==> src/hw/rtl/bpc_pkg.sv <==
// Shared types, constants and helpers for the barometer compensation pipeline.
// No dependencies; every module of the block imports this package.

package bpc_pkg;

    // Register map of the coefficient port
    typedef enum logic [2:0] {
        CFG_SENS     = 3'd0,
        CFG_OFF      = 3'd1,
        CFG_TCS      = 3'd2,
        CFG_TCO      = 3'd3,
        CFG_TREF     = 3'd4,
        CFG_TEMPSENS = 3'd5
    } cfg_idx_t;

    // Temperature thresholds, centidegrees C
    localparam logic signed [19:0] TEMP_BASE   = 20'sd2000;
    // temp < -15.00 C  <=>  (temp - 20.00 C) < -3500
    localparam logic signed [18:0] COLD_Q      = -19'sd3500;
    localparam logic signed [19:0] COLD_OFS    = 20'sd3500;
    localparam logic signed [21:0] KELVIN_OFS  = 22'sd27315;

    // Factory coefficients
    typedef struct packed {
        logic [15:0] sens;
        logic [15:0] off;
        logic [15:0] tcs;
        logic [15:0] tco;
        logic [15:0] tref;
        logic [15:0] tempsens;
    } coef_t;

    // First-order results
    typedef struct packed {
        logic        [23:0] d1;
        logic signed [18:0] q;      // temp - 2000
        logic signed [19:0] vlo;    // temp + 1500
        logic signed [35:0] off1;
        logic signed [35:0] sens1;
        logic        [17:0] t2;
    } first_t;

    // Corrected offset, sensitivity and temperature
    typedef struct packed {
        logic        [23:0] d1;
        logic signed [45:0] off;
        logic signed [45:0] sens;
        logic signed [20:0] temp_c;
    } comp_t;

    // Arithmetic shift right that rounds toward zero
    function automatic logic signed [63:0] shr_trunc(input logic signed [63:0] x,
                                                     input int unsigned k);
        logic signed [63:0] bias;
        bias = x[63] ? ((64'sd1 <<< k) - 64'sd1) : 64'sd0;
        return (x + bias) >>> k;
    endfunction

    // Clamp to the signed 32-bit range
    function automatic logic signed [31:0] sat32(input logic signed [63:0] x);
        logic signed [31:0] r;
        if (x > 64'sd2147483647)
            r = 32'sh7FFF_FFFF;
        else if (x < -64'sd2147483648)
            r = 32'sh8000_0000;
        else
            r = $signed(x[31:0]);
        return r;
    endfunction

endpackage

==> src/hw/rtl/bpc_pressure.sv <==
// Pressure stages 7..10: D1*SENS as two partial products, recombination,
// scaling with OFF, saturation of both outputs. Depends on bpc_pkg.

module bpc_pressure
    import bpc_pkg::*;
(
    input  logic               clk,
    input  logic               rst_n,
    input  logic               in_valid,
    output logic               in_ready,
    input  comp_t              in_word,
    output logic               out_valid,
    input  logic               out_ready,
    output logic signed [31:0] pressure_pascal,
    output logic signed [31:0] temperature_centikelvin
);

    logic v7_reg, v8_reg, v9_reg, v10_reg;
    logic r7, r8, r9, r10;

    // Stage 7
    logic        [46:0] pp_lo_reg, pp_lo_next;
    logic signed [47:0] pp_hi_reg, pp_hi_next;
    logic signed [45:0] off7_reg;
    logic signed [20:0] temp7_reg;
    // Stage 8
    logic signed [63:0] prod_reg, prod_next;
    logic signed [45:0] off8_reg;
    logic signed [21:0] tempk8_reg, tempk8_next;
    // Stage 9
    logic signed [63:0] acc_reg, acc_next;
    logic signed [21:0] tempk9_reg;
    // Stage 10
    logic signed [31:0] press_reg, press_next;
    logic signed [31:0] tempk_reg, tempk_next;

    assign r10      = !v10_reg || out_ready;
    assign r9       = !v9_reg || r10;
    assign r8       = !v8_reg || r9;
    assign r7       = !v7_reg || r8;
    assign in_ready = r7;

    // Stage 7: split SENS at bit 23, two products of at most 25x23 bits
    always_comb
    begin
        pp_lo_next = {23'h0, in_word.d1} * {24'h0, in_word.sens[22:0]};
        pp_hi_next = $signed({1'b0, in_word.d1}) * $signed(in_word.sens[45:23]);
    end

    // Stage 8: recombine, form kelvin
    always_comb
    begin
        prod_next   = (64'(pp_hi_reg) <<< 23) + $signed({17'h0, pp_lo_reg});
        tempk8_next = {temp7_reg[20], temp7_reg} + KELVIN_OFS;
    end

    // Stage 9: D1*SENS/2^21 - OFF
    always_comb
    begin
        acc_next = shr_trunc(prod_reg, 21) - 64'(off8_reg);
    end

    // Stage 10: /2^15 and clamp
    always_comb
    begin
        press_next = sat32(shr_trunc(acc_reg, 15));
        tempk_next = sat32(64'(tempk9_reg));
    end

    always_ff @(posedge clk or negedge rst_n)
    begin
        if (!rst_n)
        begin
            v7_reg  <= 1'b0;
            v8_reg  <= 1'b0;
            v9_reg  <= 1'b0;
            v10_reg <= 1'b0;
        end
        else
        begin
            if (r7)  v7_reg  <= in_valid;
            if (r8)  v8_reg  <= v7_reg;
            if (r9)  v9_reg  <= v8_reg;
            if (r10) v10_reg <= v9_reg;
        end
    end

    always_ff @(posedge clk)
    begin
        if (r7)
        begin
            pp_lo_reg <= pp_lo_next;
            pp_hi_reg <= pp_hi_next;
            off7_reg  <= in_word.off;
            temp7_reg <= in_word.temp_c;
        end
        if (r8)
        begin
            prod_reg   <= prod_next;
            off8_reg   <= off7_reg;
            tempk8_reg <= tempk8_next;
        end
        if (r9)
        begin
            acc_reg    <= acc_next;
            tempk9_reg <= tempk8_reg;
        end
        if (r10)
        begin
            press_reg <= press_next;
            tempk_reg <= tempk_next;
        end
    end

    assign out_valid               = v10_reg;
    assign pressure_pascal         = press_reg;
    assign temperature_centikelvin = tempk_reg;

    // A word in stage 9 moves on whenever the output stage can take it
    a_advance: assert property (@(posedge clk) disable iff (!rst_n)
        (v9_reg && r10) |=> v10_reg)
        else $error("stage 9 word dropped on advance");

    // A blocked stage 9 word is kept intact
    a_stall: assert property (@(posedge clk) disable iff (!rst_n)
        (v9_reg && !r10) |=> (v9_reg && $stable(acc_reg) && $stable(tempk9_reg)))
        else $error("stage 9 word changed while blocked");

endmodule

==> config.mk <==
export PLATFORM = sky130hd
export DESIGN_NAME = bpc_pressure
export DESIGN_NICKNAME = d
export VERILOG_FILES = /design/src/hw/rtl/bpc_pkg.sv /design/src/hw/rtl/bpc_pressure.sv
export SDC_FILE = /design/constraint.sdc
export NUM_CORES = 2
export LEC_CHECK = 0
export ABC_AREA = 1
export BUFFER_PORTS_ARGS = -buffer_cell sky130_fd_sc_hd__buf_2
export CAP_MARGIN = 20
export CORE_MARGIN = 2
export CORE_UTILIZATION = 51
export DETAILED_ROUTE_END_ITERATION = 6
export GPL_TIMING_DRIVEN = 0
export PLACE_DENSITY = 0.7
export SLEW_MARGIN = 15
export SYNTH_ARGS = -nofsm -noshare
export SYNTH_HDL_FRONTEND = slang
export SYNTH_SLANG_ARGS = --single-unit
==> constraint.sdc <==
create_clock -name clk -period 8.9 [get_ports clk]
set_input_delay 1.335 -clock clk [delete_from_list [all_inputs] [get_ports clk]]
set_output_delay 1.335 -clock clk [all_outputs]
set_load 0.005 [all_outputs]
==> metrics.cfg <==
[outcome]
status = finished clean

[yosys]
synth_fa_ha_area_share_pct = 38.5
synth_top_area_share_pct = 29.6
synthSimpleGateAreaFrac_pct = 20.8
async_flop_share_pct = 0.964
synth_fp_nets = 9341
avgSynthCellArea_um2 = 7.83
yosys.area.top_type = fa_1
synth-seq-cells = 415
ys_types = 48
synth_warnings = 0
synth-edff-count = 411
yosys.area_share.xor_xnor_pct = 1.99
ys_seq_area_share_pct = 20.2
synth.mux.area_fraction_pct = 0
synth_compound_area_share_pct = 4.17
synth_cells = 7855
ys.flop_type = edfxtp_1
synthTopCellsByArea = fa_1 (30%), edfxtp_1 (20%), nand2_1 (13%)
synth_top_family_by_area = adder cells
synthesis.area_mm2 = 0.0615

[timing]
worst_slew_pin_slew_ps = 1300
drv_slew = 0
report.final.hold_viol_count = 0
rsz0062_at_grt = no
tns_ps = 0
final.setup_skew_ps = 42.0
relSlewSlack_pct = 13.5
final-setup-viol-count = 0
period_needed_ps = 8760
fmax_ghz = 0.114
fin_crit_sh_pct = 98.4

[routing]
via_per_inst = 5.34
wire_per_inst_um = 22.4
wirelength_um = 219000
vias = 52100
drt_iter0_markers = 4927
first_pass_iters = 6
ant_nets = 0
route.detailed.drc = 0

[critical_path]
timing.rr.end = acc_reg[42]
critPathMaxStageDelay_ps = 930
r2r-start = prod_reg[63]
critPathLaunchType = primary input
reg2reg_depth = 19
path_max_fanout = 10
required_ps = 9230
slowest_stage = clkbuf_1
arrival_ps = 9090
cp_num_buf_inv = 8
path_cells = clkbuf_1 -> clkbuf_1 -> nand2_1 -> fa_1 -> inv_1 -> fa_1 -> inv_1 -> fa_1 -> fa_1 -> fa_1 -> inv_1 -> fa_1 -> inv_1 -> fa_1 -> inv_1 -> ha_1 -> inv_1 -> o21ai_0 -> a21oi_1 -> nand2_1 -> a21oi_1 -> nand3_1 -> nand3_1 -> nand2_1
r2r_slack_ps = 3490
crit_type = in -> reg
crit_family = adder cells
crit_top_cell = fa_1
end_kind = flop

[clock_tree]
clk_latency_ps = 600
clock_sinks = 415
cts_buffers = 41
root_buffer = clkbuf_16
cts_max_level = 2
clk_pin_slew_worst_paths_ps = 60
cts_buffer_depth = 3
cts_tree = done

[placement]
placed_cell_area_mm2 = 0.0647
hpwlAfterDp_um = 184000
io_buffers = 181
gp_congestion = 1.05

[global_route]
antenna_found_initial = 19
grt_pass1_wl_um = 326000
grt_usage_pct = 36.0
grt_max_degree = 77
grt_pass1_vias = 53300
grt_overflow_total = 0

[floorplanning]
die_h_um = 351
io_pins = 207
die_w_um = 351
num_rows = 127
start_util_pct = 51.3
design.die.area_mm2 = 0.123
design.core.area_mm2 = 0.120

[layout]
layout-drive-gt1-share_pct = 4.56
nets = 9583
mostFrequentLayoutCells = nand2_1 (2206), inv_1 (2077), fa_1 (911), nor2_1 (457), ha_1 (434)
area_delta_synth_final_pct = 7.55
largest_register_ffs = 64
final_area_mm2 = 0.0662
layout_commonest_cell = nand2_1

[hold_path]
hold_depth = 0
hp-class = reg -> reg
holdCritStartpoint = off7_reg[45]
min_to = off8_reg[45]

[flow_run]
cap_violations = 0

final cells by class:
type | count | area, um2
Fill cell | 11600 | 53700
Tap cell | 1612 | 2020
Multi-Input combinational cell | 5103 | 40200
Timing Repair Buffer | 199 | 1220
Sequential cell | 415 | 12400
Buffer | 250 | 1020
Antenna cell | 15 | 37.5
Clock buffer | 42 | 1030
Clock inverter | 34 | 309
Inverter | 2087 | 7840
stage by stage:
step	hold WS (ps)	cells	utilization, %	setup slack [ps]
after floorplan	400	7855	-	32.4
after global placement	401	9648	53.8	-3140
after detailed placement	405	9662	54.0	-458
after CTS	419	9738	55.1	169
after global routing	420	9747	55.2	13.9
final	416	9757	55.2	141
how the worst max path moves through the flow:
stage	startpoint	to	slack [ps]	depth (start not counted)
global placement	out_ready	in_ready	-3140	8
finish	in_word[129]	pp_hi_reg[40]	140	24
floorplan	out_ready	in_ready	30	6
global route	in_word[122]	pp_hi_reg[36]	10	26
detailed placement	in_word[117]	pp_hi_reg[36]	-460	22
CTS	in_word[117]	pp_hi_reg[36]	170	22
cell families after synthesis:
family | Yosys count
AO/OA/AOI/OAI | 477
buffers and inverters | 2337
flip-flops | 415
adder cells (fa/ha/maj) | 1345
AND/OR/NAND/NOR | 3141
XOR/XNOR | 140
cells in the mapped netlist (all sizes together), types with 7 or more instances:
cell type,instances
o21ai,172
clkbuf,185
or2,21
xor2,107
a21o,10
nand3,242
edfxtp,411
o21bai,23
nand4,87
ha,434
a21oi,251
nand3b,28
fa,911
nor2,463
nand2,2217
and3,8
o211ai,7
xnor2,33
nor4,21
buf,65
nor3,48
inv,2086
layer usage:
layer | up-vias | global-route usage (%) | wire (um)
li1 | 23800 | - | -
met1 | 25200 | 44.6 | 82500
met2 | 2447 | 58.9 | 101000
met3 | 636 | 5.91 | 18700
met4 | 10 | 22.9 | 16700
met5 | - | 0 | 65
repair_timing:
action	CTS	global route
gates resized for setup	0	6
hold buffers	0	0
endpoints found under the setup margin	0	1
setup buffers	0	0
worst register-to-register path, delay by kind of cell, from the launching register on:
family	cells	cell delay [ps]
buffers and inverters	1	110
XOR/XNOR	1	580
adder cells (fa/ha/maj)	3	1290
flip-flops	1	970
AND/OR/NAND/NOR	11	1550
AO/OA/AOI/OAI	3	650
Power is not shown: default switching activity piles up to over one toggle a cycle in this logic, so the estimate is an artifact.
