==> src/hw/rtl/bpc_pkg.sv <==
// Shared types, constants and helpers for the barometer compensation pipeline.
// No dependencies; every module of the block imports this package.

package bpc_pkg;

    // Register map of the coefficient port
    typedef enum logic [2:0] {
        CFG_SENS     = 3'd0,
        CFG_OFF      = 3'd1,
        CFG_TCS      = 3'd2,
        CFG_TCO      = 3'd3,
        CFG_TREF     = 3'd4,
        CFG_TEMPSENS = 3'd5
    } cfg_idx_t;

    // Temperature thresholds, centidegrees C
    localparam logic signed [19:0] TEMP_BASE   = 20'sd2000;
    // temp < -15.00 C  <=>  (temp - 20.00 C) < -3500
    localparam logic signed [18:0] COLD_Q      = -19'sd3500;
    localparam logic signed [19:0] COLD_OFS    = 20'sd3500;
    localparam logic signed [21:0] KELVIN_OFS  = 22'sd27315;

    // Factory coefficients
    typedef struct packed {
        logic [15:0] sens;
        logic [15:0] off;
        logic [15:0] tcs;
        logic [15:0] tco;
        logic [15:0] tref;
        logic [15:0] tempsens;
    } coef_t;

    // First-order results
    typedef struct packed {
        logic        [23:0] d1;
        logic signed [18:0] q;      // temp - 2000
        logic signed [19:0] vlo;    // temp + 1500
        logic signed [35:0] off1;
        logic signed [35:0] sens1;
        logic        [17:0] t2;
    } first_t;

    // Corrected offset, sensitivity and temperature
    typedef struct packed {
        logic        [23:0] d1;
        logic signed [45:0] off;
        logic signed [45:0] sens;
        logic signed [20:0] temp_c;
    } comp_t;

    // Arithmetic shift right that rounds toward zero
    function automatic logic signed [63:0] shr_trunc(input logic signed [63:0] x,
                                                     input int unsigned k);
        logic signed [63:0] bias;
        bias = x[63] ? ((64'sd1 <<< k) - 64'sd1) : 64'sd0;
        return (x + bias) >>> k;
    endfunction

    // Clamp to the signed 32-bit range
    function automatic logic signed [31:0] sat32(input logic signed [63:0] x);
        logic signed [31:0] r;
        if (x > 64'sd2147483647)
            r = 32'sh7FFF_FFFF;
        else if (x < -64'sd2147483648)
            r = 32'sh8000_0000;
        else
            r = $signed(x[31:0]);
        return r;
    endfunction

endpackage

==> src/hw/rtl/bpc_front.sv <==
// First-order stages 1..3: temperature difference, the four dT products and
// the truncating scaling into temp, OFF and SENS. Depends on bpc_pkg.

module bpc_front
    import bpc_pkg::*;
(
    input  logic        clk,
    input  logic        rst_n,
    input  coef_t       coef,
    input  logic        in_valid,
    output logic        in_ready,
    input  logic [23:0] raw_pressure,
    input  logic [23:0] raw_temperature,
    output logic        out_valid,
    input  logic        out_ready,
    output first_t      out_word
);

    logic v1_reg, v2_reg, v3_reg;
    logic r1, r2, r3;

    logic        [23:0] d1_s1_reg, d1_s1_next;
    logic signed [24:0] dt_reg, dt_next;
    logic signed [25:0] dt_wide;

    logic        [23:0] d1_s2_reg, d1_s2_next;
    logic signed [41:0] mt_reg, mt_next;
    logic signed [41:0] mo_reg, mo_next;
    logic signed [41:0] ms_reg, ms_next;
    logic        [48:0] dsq_reg, dsq_next;
    logic signed [49:0] dsq_full;

    first_t             s3_reg, s3_next;
    logic signed [63:0] q_full, off_full, sens_full;

    // Ready ripples back: a stage takes a word when empty or when it drains
    assign r3       = !v3_reg || out_ready;
    assign r2       = !v2_reg || r3;
    assign r1       = !v1_reg || r2;
    assign in_ready = r1;

    // Stage 1: dT = D2 - C5*256
    always_comb
    begin
        dt_wide    = $signed({2'b00, raw_temperature}) - $signed({2'b00, coef.tref, 8'h00});
        dt_next    = dt_wide[24:0];
        d1_s1_next = raw_pressure;
    end

    // Stage 2: products with dT
    always_comb
    begin
        mt_next    = dt_reg * $signed({1'b0, coef.tempsens});
        mo_next    = dt_reg * $signed({1'b0, coef.tco});
        ms_next    = dt_reg * $signed({1'b0, coef.tcs});
        dsq_full   = dt_reg * dt_reg;
        dsq_next   = dsq_full[48:0];
        d1_s2_next = d1_s1_reg;
    end

    // Stage 3: scale toward zero, add the base terms
    always_comb
    begin
        q_full    = shr_trunc(64'(mt_reg), 23);
        off_full  = $signed({32'h0, coef.off, 16'h0000}) + shr_trunc(64'(mo_reg), 7);
        sens_full = $signed({33'h0, coef.sens, 15'h0000}) + shr_trunc(64'(ms_reg), 8);
        s3_next.d1    = d1_s2_reg;
        s3_next.q     = q_full[18:0];
        s3_next.vlo   = {q_full[18], q_full[18:0]} + COLD_OFS;
        s3_next.off1  = off_full[35:0];
        s3_next.sens1 = sens_full[35:0];
        s3_next.t2    = dsq_reg[48:31];
    end

    // Valid bits
    always_ff @(posedge clk or negedge rst_n)
    begin
        if (!rst_n)
        begin
            v1_reg <= 1'b0;
            v2_reg <= 1'b0;
            v3_reg <= 1'b0;
        end
        else
        begin
            if (r1) v1_reg <= in_valid;
            if (r2) v2_reg <= v1_reg;
            if (r3) v3_reg <= v2_reg;
        end
    end

    // Payload
    always_ff @(posedge clk)
    begin
        if (r1)
        begin
            d1_s1_reg <= d1_s1_next;
            dt_reg    <= dt_next;
        end
        if (r2)
        begin
            d1_s2_reg <= d1_s2_next;
            mt_reg    <= mt_next;
            mo_reg    <= mo_next;
            ms_reg    <= ms_next;
            dsq_reg   <= dsq_next;
        end
        if (r3)
            s3_reg <= s3_next;
    end

    assign out_valid = v3_reg;
    assign out_word  = s3_reg;

    // A stalled stage-3 word stays put
    a_front_hold: assert property (@(posedge clk) disable iff (!rst_n)
        (v3_reg && !out_ready) |=> (v3_reg && $stable(s3_reg)))
        else $error("front stage 3 word lost under stall");

endmodule

==> config.mk <==
export PLATFORM = sky130hd
export DESIGN_NAME = bpc_front
export DESIGN_NICKNAME = d
export VERILOG_FILES = /design/src/hw/rtl/bpc_pkg.sv /design/src/hw/rtl/bpc_front.sv
export SDC_FILE = /design/constraint.sdc
export NUM_CORES = 2
export LEC_CHECK = 0
export BUFFER_PORTS_ARGS = -buffer_cell sky130_fd_sc_hd__buf_2
export CAP_MARGIN = 30
export CORE_MARGIN = 2
export CORE_UTILIZATION = 55
export CTS_CLUSTER_DIAMETER = 60
export DETAILED_ROUTE_END_ITERATION = 7
export PLACE_DENSITY = 0.72
export SYNTH_ARGS = -nofsm -noshare
export SYNTH_HDL_FRONTEND = slang
export SYNTH_SLANG_ARGS = --single-unit
==> constraint.sdc <==
create_clock -name clk -period 16.1 [get_ports clk]
set_input_delay 3.22 -clock clk [delete_from_list [all_inputs] [get_ports clk]]
set_output_delay 3.22 -clock clk [all_outputs]
set_load 0.02 [all_outputs]
==> impl_metrics.tcl <==
set metrics [dict create \
    setup_total_negative_slack_ns 0 \
    die_w_um 382 \
    setup_violations 0 \
    die_height_um 382 \
    critPathSlowestCell "fa_1" \
    max-clock-path-buffers 3 \
    cp_common_cell "fa_1" \
    critical_path.max_stage_delay_ns 0.57 \
    drc_violation_count_after_routing 0 \
    post-place-cells 9874 \
    groute.usage.overall_pct 25.5 \
    holdCritPathClass "register to register" \
    floorplan.rows 138 \
    synthMostInstantiatedCell "inv_1" \
    yosys.area.top_type "fa_1" \
    r2r_cells 22 \
    holdPathEnd "out_word[143]" \
    drive_above_1_share_pct 5.69 \
    setup_repair_after_global_routing_missed_its_margin "no" \
    finalCriticalPeriod_ns 9.49 \
    io_pins 303 \
    via_count_of_the_first_global_routing_pass 59400 \
    ctsRootBufferMaster "clkbuf_16" \
    io_buffer_count 302 \
    synth_enable_flop_cells 368 \
    register_bit_count_reported_by_yosys 371 \
    detailed_place_hpwl_um 138000 \
    final.hold.worst_slack_ns 0.418 \
    max_slew_margin_pct 24.8 \
    syn_area_um2 78400 \
    vias 52700 \
    drt.antenna.violating_nets 0 \
    min_delay_path_depth 0 \
    netlist_top_cells_count "inv_1 (2085), fa_1 (1773), nand2_1 (1015)" \
    cts_made_buffers 44 \
    grt_first_pass_wirelength_um 298000 \
    criticalPathCategory "input port to register" \
    clock-sinks 371 \
    die_area_um2 146000 \
    grt_overflow 0 \
    post-cts-setup-buffers 0 \
    ys_warn_count 0 \
    final_hold_viol_count 0 \
    grt_start_max_net_pins 69 \
    largest_reg_flops 151 \
    tritoncts_clock_tree "yes" \
    syn-instance-count 7961 \
    startpoint_type "input port" \
    number_of_antenna_violations_at_the_first_check_in_global_routing 14 \
    tightest_slew_ns 1.12 \
    portion_of_synthesized_cell_area_occupied_by_the_leading_cell_type_pct 45.3 \
    drv_cap 0 \
    r2r_slack_ns 7.27 \
    synth_ff_type "edfxtp_1" \
    gp_congestion 0.877 \
    worst-endpoint-required_ns 16.48 \
    synth.yosys.seq_area_share_pct 14.2 \
    finalNetCount 10500 \
    syn_area_per_cell_um2 9.85 \
    result_of_the_run "completed" \
    holdCritStartpoint "d1_s2_reg[14]" \
    synth_async_sr_flop_share_pct 0.809 \
    synth_nets 10400 \
    flow.area_growth_from_synthesis_pct 5.72 \
    synth.lib_cells_used.distinct 83 \
    core_ar_um2 142000 \
    rr_endpoint "dsq_reg[48]" \
    instances_no_fill 9965 \
    cts_stage_hold_buffer_count 0 \
    post_cts_clock_slew_at_the_launch_and_capture_registers_of_the_worst_setup_and_hold_paths_ns 0.06 \
    timing.critical_path.to_type "register" \
    initial_util_pct 55.4 \
    clock_skew_ns 0.0550 \
    achievable-frequency_mhz 105 \
    rr_startpoint "dt_reg[24]" \
    routed_wirelength_um 176000 \
    detail_route.first_pass.iterations 6 \
    routedWlPerCell_um 17.6 \
    drt_first_iter_violations 3314 \
    insertion_delay_ns 0.65 \
    post_cts_resized 0 \
    synth.area.top_cells "fa_1 (45%), edfxtp_1 (14%), inv_1 (10%)" \
    critical_path_cell_by_cell "buf_2 -> nand2_1 -> fa_1 -> inv_1 -> fa_1 -> inv_1 -> fa_1 -> inv_1 -> fa_1 -> inv_1 -> fa_1 -> inv_1 -> fa_1 -> ha_1 -> and2_1 -> a221o_1 -> o31a_1 -> a41o_1 -> a41oi_2 -> o21ai_2 -> a221oi_4 -> o211ai_1 -> a21oi_1 -> xnor2_1" \
    critPathMaxFanout 25 \
    cp_data_arrival_time_ns 9.87 \
    h-tree-depth 2 \
    period_utilization_post_route_pct 58.9 \
    max_slew_violation_count 0 \
    via_per_inst 5.29 \
]
[cell families after synthesis]
family	Yosys count	share of synthesized area, %
AOI/OAI and AO/OA	529	4.49
muxes	2	0.0255
buffers and inverters	2416	11.6
and+or+nand+nor	2020	12.4
adders and majority gates	2317	53.9
DFF	371	14.2
xor gates and xnor gates	306	3.42
[worst max path at each step]
stage	cells after the start	from	to
floorplan	25	coef[5]	mt_reg[39]
finish	24	coef[2]	mt_reg[41]
global route	24	coef[2]	mt_reg[41]
detailed placement	24	coef[2]	mt_reg[41]
global placement	24	coef[2]	mt_reg[41]
CTS	24	coef[2]	mt_reg[41]
[area by class of cell]
type	count	area, um2
clock buffer	49	1120
fill	12000	58700
sequential	371	11100
tap	1890	2360
timing repair buffer	356	1930
clock inverter	32	288
multi-input combinational	5174	58200
inverter	2085	7830
antenna	8	20.0
[layout by cell type (no fill, tap or decap), types with 6 or more instances in the layout]
master,n
or3_1,15
clkinv_1,11
nand2_1,1015
buf_4,52
o211ai_1,14
and3_1,32
diode_2,8
nand3_1,60
buf_2,302
clkbuf_16,44
a21oi_1,159
xor2_1,78
xnor2_1,228
o21ai_0,90
nor2b_1,37
nor3_1,30
a21boi_0,12
nand2b_1,23
a21o_1,82
o21bai_1,23
and2_1,604
a211oi_1,17
a211o_1,8
a31o_2,10
nand4_1,30
fa_1,1773
edfxtp_1,368
nor2_1,137
ha_1,542
o21ai_1,6
a31oi_1,11
inv_1,2085
clkinv_2,8
o21a_1,32
[metrics by stage]
stage          utilization [%]  instance area (um2)  worst slack (ns)
4_1_cts                   58.5                82900              6.66
5_1_grt                   58.6                82900              6.27
6_report                  58.6                82900              6.61
3_3_place_gp              57.5                81400              6.00
2_1_floorplan                -                78400              6.57
3_5_place_dp              57.5                81400              5.97
[per-layer routing]
layer | routed length, um | track usage (%) | share of wire [%] | vias to the layer above
met4 | 6530 | 8.82 | 3.7 | 4
met3 | 10900 | 3.45 | 6.2 | 408
met1 | 68900 | 32.6 | 39 | 27100
met2 | 89200 | 44.7 | 51 | 1625
li1 | - | - | - | 23600
met5 | 21 | 0 | 0.012 | -
[worst max-delay path, delay by kind of cell]
| kind | cells | cell delay [ns] |
|---|---|---|
| AND/OR/NAND/NOR | 2 | 0.34 |
| AO/OA/AOI/OAI | 8 | 2.11 |
| XOR/XNOR | 1 | 0.08 |
| adder cells (fa/ha/maj) | 7 | 3.39 |
| buffers and inverters | 6 | 0.70 |
Power is left out: the tool's default activity adds up to more than one toggle a clock period on the data nets, which glitch-free logic cannot reach.
