File: src/hw/rtl/bpc_pkg.sv
// Shared types, constants and helpers for the barometer compensation pipeline.
// No dependencies; every module of the block imports this package.

package bpc_pkg;

    // Register map of the coefficient port
    typedef enum logic [2:0] {
        CFG_SENS     = 3'd0,
        CFG_OFF      = 3'd1,
        CFG_TCS      = 3'd2,
        CFG_TCO      = 3'd3,
        CFG_TREF     = 3'd4,
        CFG_TEMPSENS = 3'd5
    } cfg_idx_t;

    // Temperature thresholds, centidegrees C
    localparam logic signed [19:0] TEMP_BASE   = 20'sd2000;
    // temp < -15.00 C  <=>  (temp - 20.00 C) < -3500
    localparam logic signed [18:0] COLD_Q      = -19'sd3500;
    localparam logic signed [19:0] COLD_OFS    = 20'sd3500;
    localparam logic signed [21:0] KELVIN_OFS  = 22'sd27315;

    // Factory coefficients
    typedef struct packed {
        logic [15:0] sens;
        logic [15:0] off;
        logic [15:0] tcs;
        logic [15:0] tco;
        logic [15:0] tref;
        logic [15:0] tempsens;
    } coef_t;

    // First-order results
    typedef struct packed {
        logic        [23:0] d1;
        logic signed [18:0] q;      // temp - 2000
        logic signed [19:0] vlo;    // temp + 1500
        logic signed [35:0] off1;
        logic signed [35:0] sens1;
        logic        [17:0] t2;
    } first_t;

    // Corrected offset, sensitivity and temperature
    typedef struct packed {
        logic        [23:0] d1;
        logic signed [45:0] off;
        logic signed [45:0] sens;
        logic signed [20:0] temp_c;
    } comp_t;

    // Arithmetic shift right that rounds toward zero
    function automatic logic signed [63:0] shr_trunc(input logic signed [63:0] x,
                                                     input int unsigned k);
        logic signed [63:0] bias;
        bias = x[63] ? ((64'sd1 <<< k) - 64'sd1) : 64'sd0;
        return (x + bias) >>> k;
    endfunction

    // Clamp to the signed 32-bit range
    function automatic logic signed [31:0] sat32(input logic signed [63:0] x);
        logic signed [31:0] r;
        if (x > 64'sd2147483647)
            r = 32'sh7FFF_FFFF;
        else if (x < -64'sd2147483648)
            r = 32'sh8000_0000;
        else
            r = $signed(x[31:0]);
        return r;
    endfunction

endpackage

File: src/hw/rtl/bpc_second.sv
// Second-order correction, stages 4..6: squares of the low-temperature
// distances, the OFF2/SENS2 terms and their subtraction. Depends on bpc_pkg.

module bpc_second
    import bpc_pkg::*;
(
    input  logic   clk,
    input  logic   rst_n,
    input  logic   in_valid,
    output logic   in_ready,
    input  first_t in_word,
    output logic   out_valid,
    input  logic   out_ready,
    output comp_t  out_word
);

    typedef struct packed {
        logic        [23:0] d1;
        logic               neg1;
        logic               neg2;
        logic        [36:0] sq_lo;
        logic        [38:0] sq_v;
        logic signed [35:0] off1;
        logic signed [35:0] sens1;
        logic        [17:0] t2;
        logic signed [19:0] temp_c;
    } sq_t;

    typedef struct packed {
        logic        [23:0] d1;
        logic               neg1;
        logic        [43:0] off2;
        logic        [43:0] sens2;
        logic signed [35:0] off1;
        logic signed [35:0] sens1;
        logic        [17:0] t2;
        logic signed [19:0] temp_c;
    } corr_t;

    logic v4_reg, v5_reg, v6_reg;
    logic r4, r5, r6;

    sq_t                s4_reg, s4_next;
    corr_t              s5_reg, s5_next;
    comp_t              s6_reg, s6_next;
    logic signed [37:0] sq_lo_full;
    logic signed [39:0] sq_v_full;
    logic        [43:0] lo5, v7, v11;

    assign r6       = !v6_reg || out_ready;
    assign r5       = !v5_reg || r6;
    assign r4       = !v4_reg || r5;
    assign in_ready = r4;

    // Stage 4: squares and the cold flags
    always_comb
    begin
        sq_lo_full     = in_word.q * in_word.q;
        sq_v_full      = in_word.vlo * in_word.vlo;
        s4_next.d1     = in_word.d1;
        s4_next.neg1   = in_word.q[18];
        s4_next.neg2   = in_word.q < COLD_Q;
        s4_next.sq_lo  = sq_lo_full[36:0];
        s4_next.sq_v   = sq_v_full[38:0];
        s4_next.off1   = in_word.off1;
        s4_next.sens1  = in_word.sens1;
        s4_next.t2     = in_word.t2;
        s4_next.temp_c = {in_word.q[18], in_word.q} + TEMP_BASE;
    end

    // Stage 5: OFF2 and SENS2 by shift-and-add
    always_comb
    begin
        lo5 = {5'h0, s4_reg.sq_lo, 2'b00} + {7'h0, s4_reg.sq_lo};
        v7  = {2'b00, s4_reg.sq_v, 3'b000} - {5'h0, s4_reg.sq_v};
        v11 = {2'b00, s4_reg.sq_v, 3'b000} + {4'h0, s4_reg.sq_v, 1'b0}
            + {5'h0, s4_reg.sq_v};
        s5_next.d1     = s4_reg.d1;
        s5_next.neg1   = s4_reg.neg1;
        s5_next.off2   = (lo5 >> 1) + (s4_reg.neg2 ? v7 : 44'h0);
        s5_next.sens2  = (lo5 >> 2) + (s4_reg.neg2 ? (v11 >> 1) : 44'h0);
        s5_next.off1   = s4_reg.off1;
        s5_next.sens1  = s4_reg.sens1;
        s5_next.t2     = s4_reg.t2;
        s5_next.temp_c = s4_reg.temp_c;
    end

    // Stage 6: apply the correction below 20.00 C
    always_comb
    begin
        s6_next.d1     = s5_reg.d1;
        s6_next.off    = {{10{s5_reg.off1[35]}}, s5_reg.off1}
                       - (s5_reg.neg1 ? $signed({2'b00, s5_reg.off2}) : 46'sd0);
        s6_next.sens   = {{10{s5_reg.sens1[35]}}, s5_reg.sens1}
                       - (s5_reg.neg1 ? $signed({2'b00, s5_reg.sens2}) : 46'sd0);
        s6_next.temp_c = {s5_reg.temp_c[19], s5_reg.temp_c}
                       - (s5_reg.neg1 ? $signed({3'b000, s5_reg.t2}) : 21'sd0);
    end

    always_ff @(posedge clk or negedge rst_n)
    begin
        if (!rst_n)
        begin
            v4_reg <= 1'b0;
            v5_reg <= 1'b0;
            v6_reg <= 1'b0;
        end
        else
        begin
            if (r4) v4_reg <= in_valid;
            if (r5) v5_reg <= v4_reg;
            if (r6) v6_reg <= v5_reg;
        end
    end

    always_ff @(posedge clk)
    begin
        if (r4) s4_reg <= s4_next;
        if (r5) s5_reg <= s5_next;
        if (r6) s6_reg <= s6_next;
    end

    assign out_valid = v6_reg;
    assign out_word  = s6_reg;

    // Very cold is a subset of cold
    a_cold_subset: assert property (@(posedge clk) disable iff (!rst_n)
        (v4_reg && s4_reg.neg2) |-> s4_reg.neg1)
        else $error("extra cold term flagged above 20.00 C");

    // Above 20.00 C the offset passes through unchanged
    a_warm_pass: assert property (@(posedge clk) disable iff (!rst_n)
        (v5_reg && r6 && !s5_reg.neg1)
            |=> (s6_reg.off == {{10{$past(s5_reg.off1[35])}}, $past(s5_reg.off1)}))
        else $error("offset corrected above 20.00 C");

endmodule

File: config.mk
export PLATFORM = sky130hd
export DESIGN_NAME = bpc_second
export DESIGN_NICKNAME = d
export VERILOG_FILES = /design/src/hw/rtl/bpc_pkg.sv /design/src/hw/rtl/bpc_second.sv
export SDC_FILE = /design/constraint.sdc
export NUM_CORES = 2
export LEC_CHECK = 0
export BUFFER_PORTS_ARGS = -buffer_cell sky130_fd_sc_hd__buf_4
export CORE_ASPECT_RATIO = 0.8
export CORE_MARGIN = 2
export CORE_UTILIZATION = 55
export CTS_BUF_LIST = sky130_fd_sc_hd__clkbuf_8 sky130_fd_sc_hd__clkbuf_16
export DETAILED_ROUTE_END_ITERATION = 16
export PLACE_DENSITY = 0.74
export SETUP_SLACK_MARGIN = 0.4
export SLEW_MARGIN = 20
export SYNTH_ARGS = -nofsm -noshare
export SYNTH_HDL_FRONTEND = slang
export SYNTH_SLANG_ARGS = --single-unit
File: constraint.sdc
create_clock -name clk -period 11 [get_ports clk]
set_input_delay 0.55 -clock clk [delete_from_list [all_inputs] [get_ports clk]]
set_output_delay 0.55 -clock clk [all_outputs]
set_load 0.005 [all_outputs]
==> impl_metrics.py <==
metrics = {
    "global_routing": {
        "grt_max_degree": 144,
        "gr-usage-all-layers_pct": 25.3,
        "grt_pass1_wl_um": 223000,
        "gr-total-overflow": 0,
        "grt_pass1_vias": 41800,
        "antenna_found_initial": 1,
    },
    "timing": {
        "drv_slew": 0,
        "slew_headroom_pct": 33.5,
        "rsz0062_at_grt": "false",
        "setup_violations": 0,
        "max_freq_ghz": 0.136,
        "tightest_slew_ps": 997,
        "fin_skew_ps": 18.4,
        "hold_viol": 0,
        "setup_ws_ps": 3630,
        "finalCritPeriodShare_pct": 67.0,
        "layout_min_cycle_time_ps": 7370,
        "tns_ps": 0,
    },
    "die": {
        "die_w_um": 371,
        "io_pins": 296,
        "die_y_um": 298,
        "die-area_um2": 110000,
        "placementRows": 107,
        "start_util_pct": 55.6,
        "design.core.area_um2": 107000,
    },
    "synthesis": {
        "synthSimpleGateAreaFrac_pct": 11.2,
        "synth_compound_area_share_pct": 11.2,
        "synth_warnings": 0,
        "syn_area_per_cell_um2": 10.3,
        "yosysUniqueCellTypes": 85,
        "seq_area_frac_synth_pct": 28.9,
        "async_reset_ff_share_pct": 0.526,
        "synth_fa_ha_area_share_pct": 36.2,
        "ys.flop_type": "edfxtp_1",
        "synth_edf_count": 567,
        "synthCells": 5732,
        "synth_top_family_by_area": "adder cells",
        "synthXorXnorAreaFrac_pct": 5.25,
        "syn_nets": 7153,
        "synth_mux_area_share_pct": 0.156,
        "synth_seq_cells": 570,
        "netlist_area_um2": 59200,
    },
    "clock_tree": {
        "clk_pin_slew_worst_paths_ps": 60,
        "numCtsBuffers": 61,
        "clk_latency_ps": 630,
        "cts_max_level": 2,
        "root_buffer": "clkbuf_16",
        "cts_tree": "yes",
        "cts_sinks": 570,
        "cts_resized": 0,
        "clk_path_buf_depth": 3,
    },
    "critical_path": {
        "end_kind": "flop",
        "r2r_slack_ps": 4620,
        "critPathSlowestCell": "fa_1",
        "worstSetupPathType": "in2reg",
        "r2r_start": "s4_reg[114]$_DFFE_PP_",
        "cp.buffers_inverters": 6,
        "rr_worst_depth": 22,
        "crit_top_cell": "fa_1",
        "cp-startpoint": "in_word[96]",
        "crit_end": "s4_reg[148]$_DFFE_PP_",
        "cpPeakStageDelay_ps": 550,
        "cp.arrival_ps": 7760,
        "cp_max_fo": 18,
        "cp-start-kind": "input port",
        "critical_path.top_delay_family": "adder cells",
        "timing.rr.end": "s5_reg[150]$_DFFE_PP_",
        "cp_num_cells": 25,
        "crit_required_ps": 11380,
    },
    "hold_path": {
        "min_from": "in_word[89]",
        "hp-class": "in2reg",
    },
    "route": {
        "drt-total-wl_um": 138000,
        "drtPass1Iterations": 6,
        "first_iter_violations": 3499,
        "via_per_inst": 5.57,
        "wl_per_cell_um": 18.6,
        "ant_nets": 0,
        "vias": 41400,
        "drc_errors": 0,
    },
    "final_layout": {
        "post-route-util_pct": 60.8,
        "final_layout_size_suffix_gt1_share_pct": 7.30,
        "largest_reg_flops": 221,
        "area_growth_pct": 9.37,
        "fillers": 8806,
        "nNetsFinal": 7382,
    },
    "run": {
        "maxCapViolations": 0,
    },
    "place": {
        "dpl_worst_slack_ps": 3070,
        "routabilityCongestion": 0.963,
        "hpwl_um": 111000,
        "io_buffers": 295,
    },
    "run_status": {
        "status": "complete, no violations",
    },
}
## metal layers
layer	routed length [um]	global-route usage, %	vias to the layer above	share of wire (%)
li1	-	-	19500	-
met1	65000	38.6	20200	47
met2	59800	38.4	1484	43
met3	10500	3.91	151	7.6
met4	2540	4.90	0	1.8
met5	0	0	-	0
## layout make-up
type | count | area [um^2] | share of cell area [%]
Clock inverter | 53 | 429 | 0.663
Inverter | 982 | 3690 | 5.69
Tap cell | 1417 | 1770 | 2.74
Multi-Input combinational cell | 4038 | 37900 | 58.5
Antenna cell | 1 | 2.50 | 0.00386
Timing Repair Buffer | 308 | 2350 | 3.62
Sequential cell | 570 | 17100 | 26.4
Clock buffer | 61 | 1530 | 2.36
## worst reg2reg max path, stage by stage, from the launching register on
cell and delay [ps]:
edfxtp_1 560, fa_1 610, inv_1 70, fa_1 460
nand2b_1 180, a21oi_1 210, o41a_1 280, a31oi_1 180
o211a_1 280, o31ai_1 520, a21oi_1 150, o21bai_1 180
xor2_1 230, and2_1 190, ha_1 290, a21o_1 180
a21oi_1 290, nand2_1 90, o31a_1 330, a21oi_1 420
a211o_1 180, nand3_1 70, nor3b_1 170
## timing repair
item	CTS	global route
endpoints found under the hold margin	3	0
setup buffers	0	0
hold buffers	1	0
## synth_stat cells, drive strengths merged, types with 7 or more instances
library cell / count / area (um^2)
a2111oi: 7 / 61.3
a211oi: 30 / 235
edfxtp: 567 / 17000
and3: 38 / 238
mux2i: 7 / 70.1
o21bai: 47 / 353
o21a: 65 / 488
clkbuf: 133 / 499
xor2: 111 / 972
a31oi: 33 / 206
nor3b: 7 / 57.6
o211ai: 31 / 233
a21boi: 16 / 120
nand3: 74 / 370
nor4: 10 / 62.6
xnor2: 244 / 2140
o31ai: 23 / 183
and2: 173 / 1080
nand2: 488 / 1830
ha: 515 / 6440
a221oi: 10 / 87.6
a31o: 15 / 131
or2: 17 / 106
nand2b: 62 / 388
inv: 981 / 3680
nand4: 37 / 231
o21ai: 179 / 896
a211o: 15 / 131
a21o: 149 / 1120
nand3b: 11 / 82.6
nor2b: 75 / 469
o22ai: 9 / 56.3
a21oi: 311 / 1560
o31a: 7 / 61.3
nor3: 64 / 320
a311oi: 11 / 103
nor2: 297 / 1110
fa: 749 / 15000
or3: 16 / 100
buf: 9 / 36.3
## stage by stage
stage | hold WS (ps) | std cells | area, um^2
4_1_cts | 48.4 | 7428 | 64700
6_report | 93.1 | 7430 | 64800
3_3_place_gp | 341 | 7313 | 62800
3_5_place_dp | 343 | 7313 | 62800
2_1_floorplan | 254 | 5732 | 59200
5_1_grt | 58.3 | 7430 | 64800
## cells in the final DEF (no fill, tap or decap), types with 64 or more instances in the layout
| master | count |
|---|---|
| inv_1 | 994 |
| fa_1 | 749 |
| edfxtp_1 | 567 |
| ha_1 | 515 |
| nand2_1 | 488 |
| a21oi_1 | 311 |
| buf_4 | 305 |
| nor2_1 | 297 |
| xnor2_1 | 244 |
| and2_1 | 173 |
| o21ai_0 | 162 |
| a21o_1 | 149 |
| xor2_1 | 111 |
| nor2b_1 | 75 |
| nand3_1 | 74 |
| o21a_1 | 65 |
| nor3_1 | 64 |
## cells by family (layout without fill, tap and decap cells)
family	Yosys count	in the layout
and+or+nand+nor	1390	1390
adders and majority gates	1264	1264
buffers and inverters	1124	1404
AOI/OAI and AO/OA	1019	1019
DFF	570	570
xor gates and xnor gates	355	355
muxes	9	9
other	1	2
## how the worst min path moves through the flow
stage | end | slack, ps | depth (start not counted)
2_1_floorplan | out_valid$_DFFE_PN0P_ | 250 | 0
3_3_place_gp | v4_reg$_DFFE_PN0P_ | 340 | 1
3_5_place_dp | v4_reg$_DFFE_PN0P_ | 340 | 1
4_1_cts | s4_reg[104]$_DFFE_PP_ | 50 | 1
5_1_grt | s4_reg[104]$_DFFE_PP_ | 60 | 1
6_report | s4_reg[109]$_DFFE_PP_ | 90 | 1
Power is left out: the tool's default activity adds up to more than one toggle a clock period on the data nets, which glitch-free logic cannot reach.
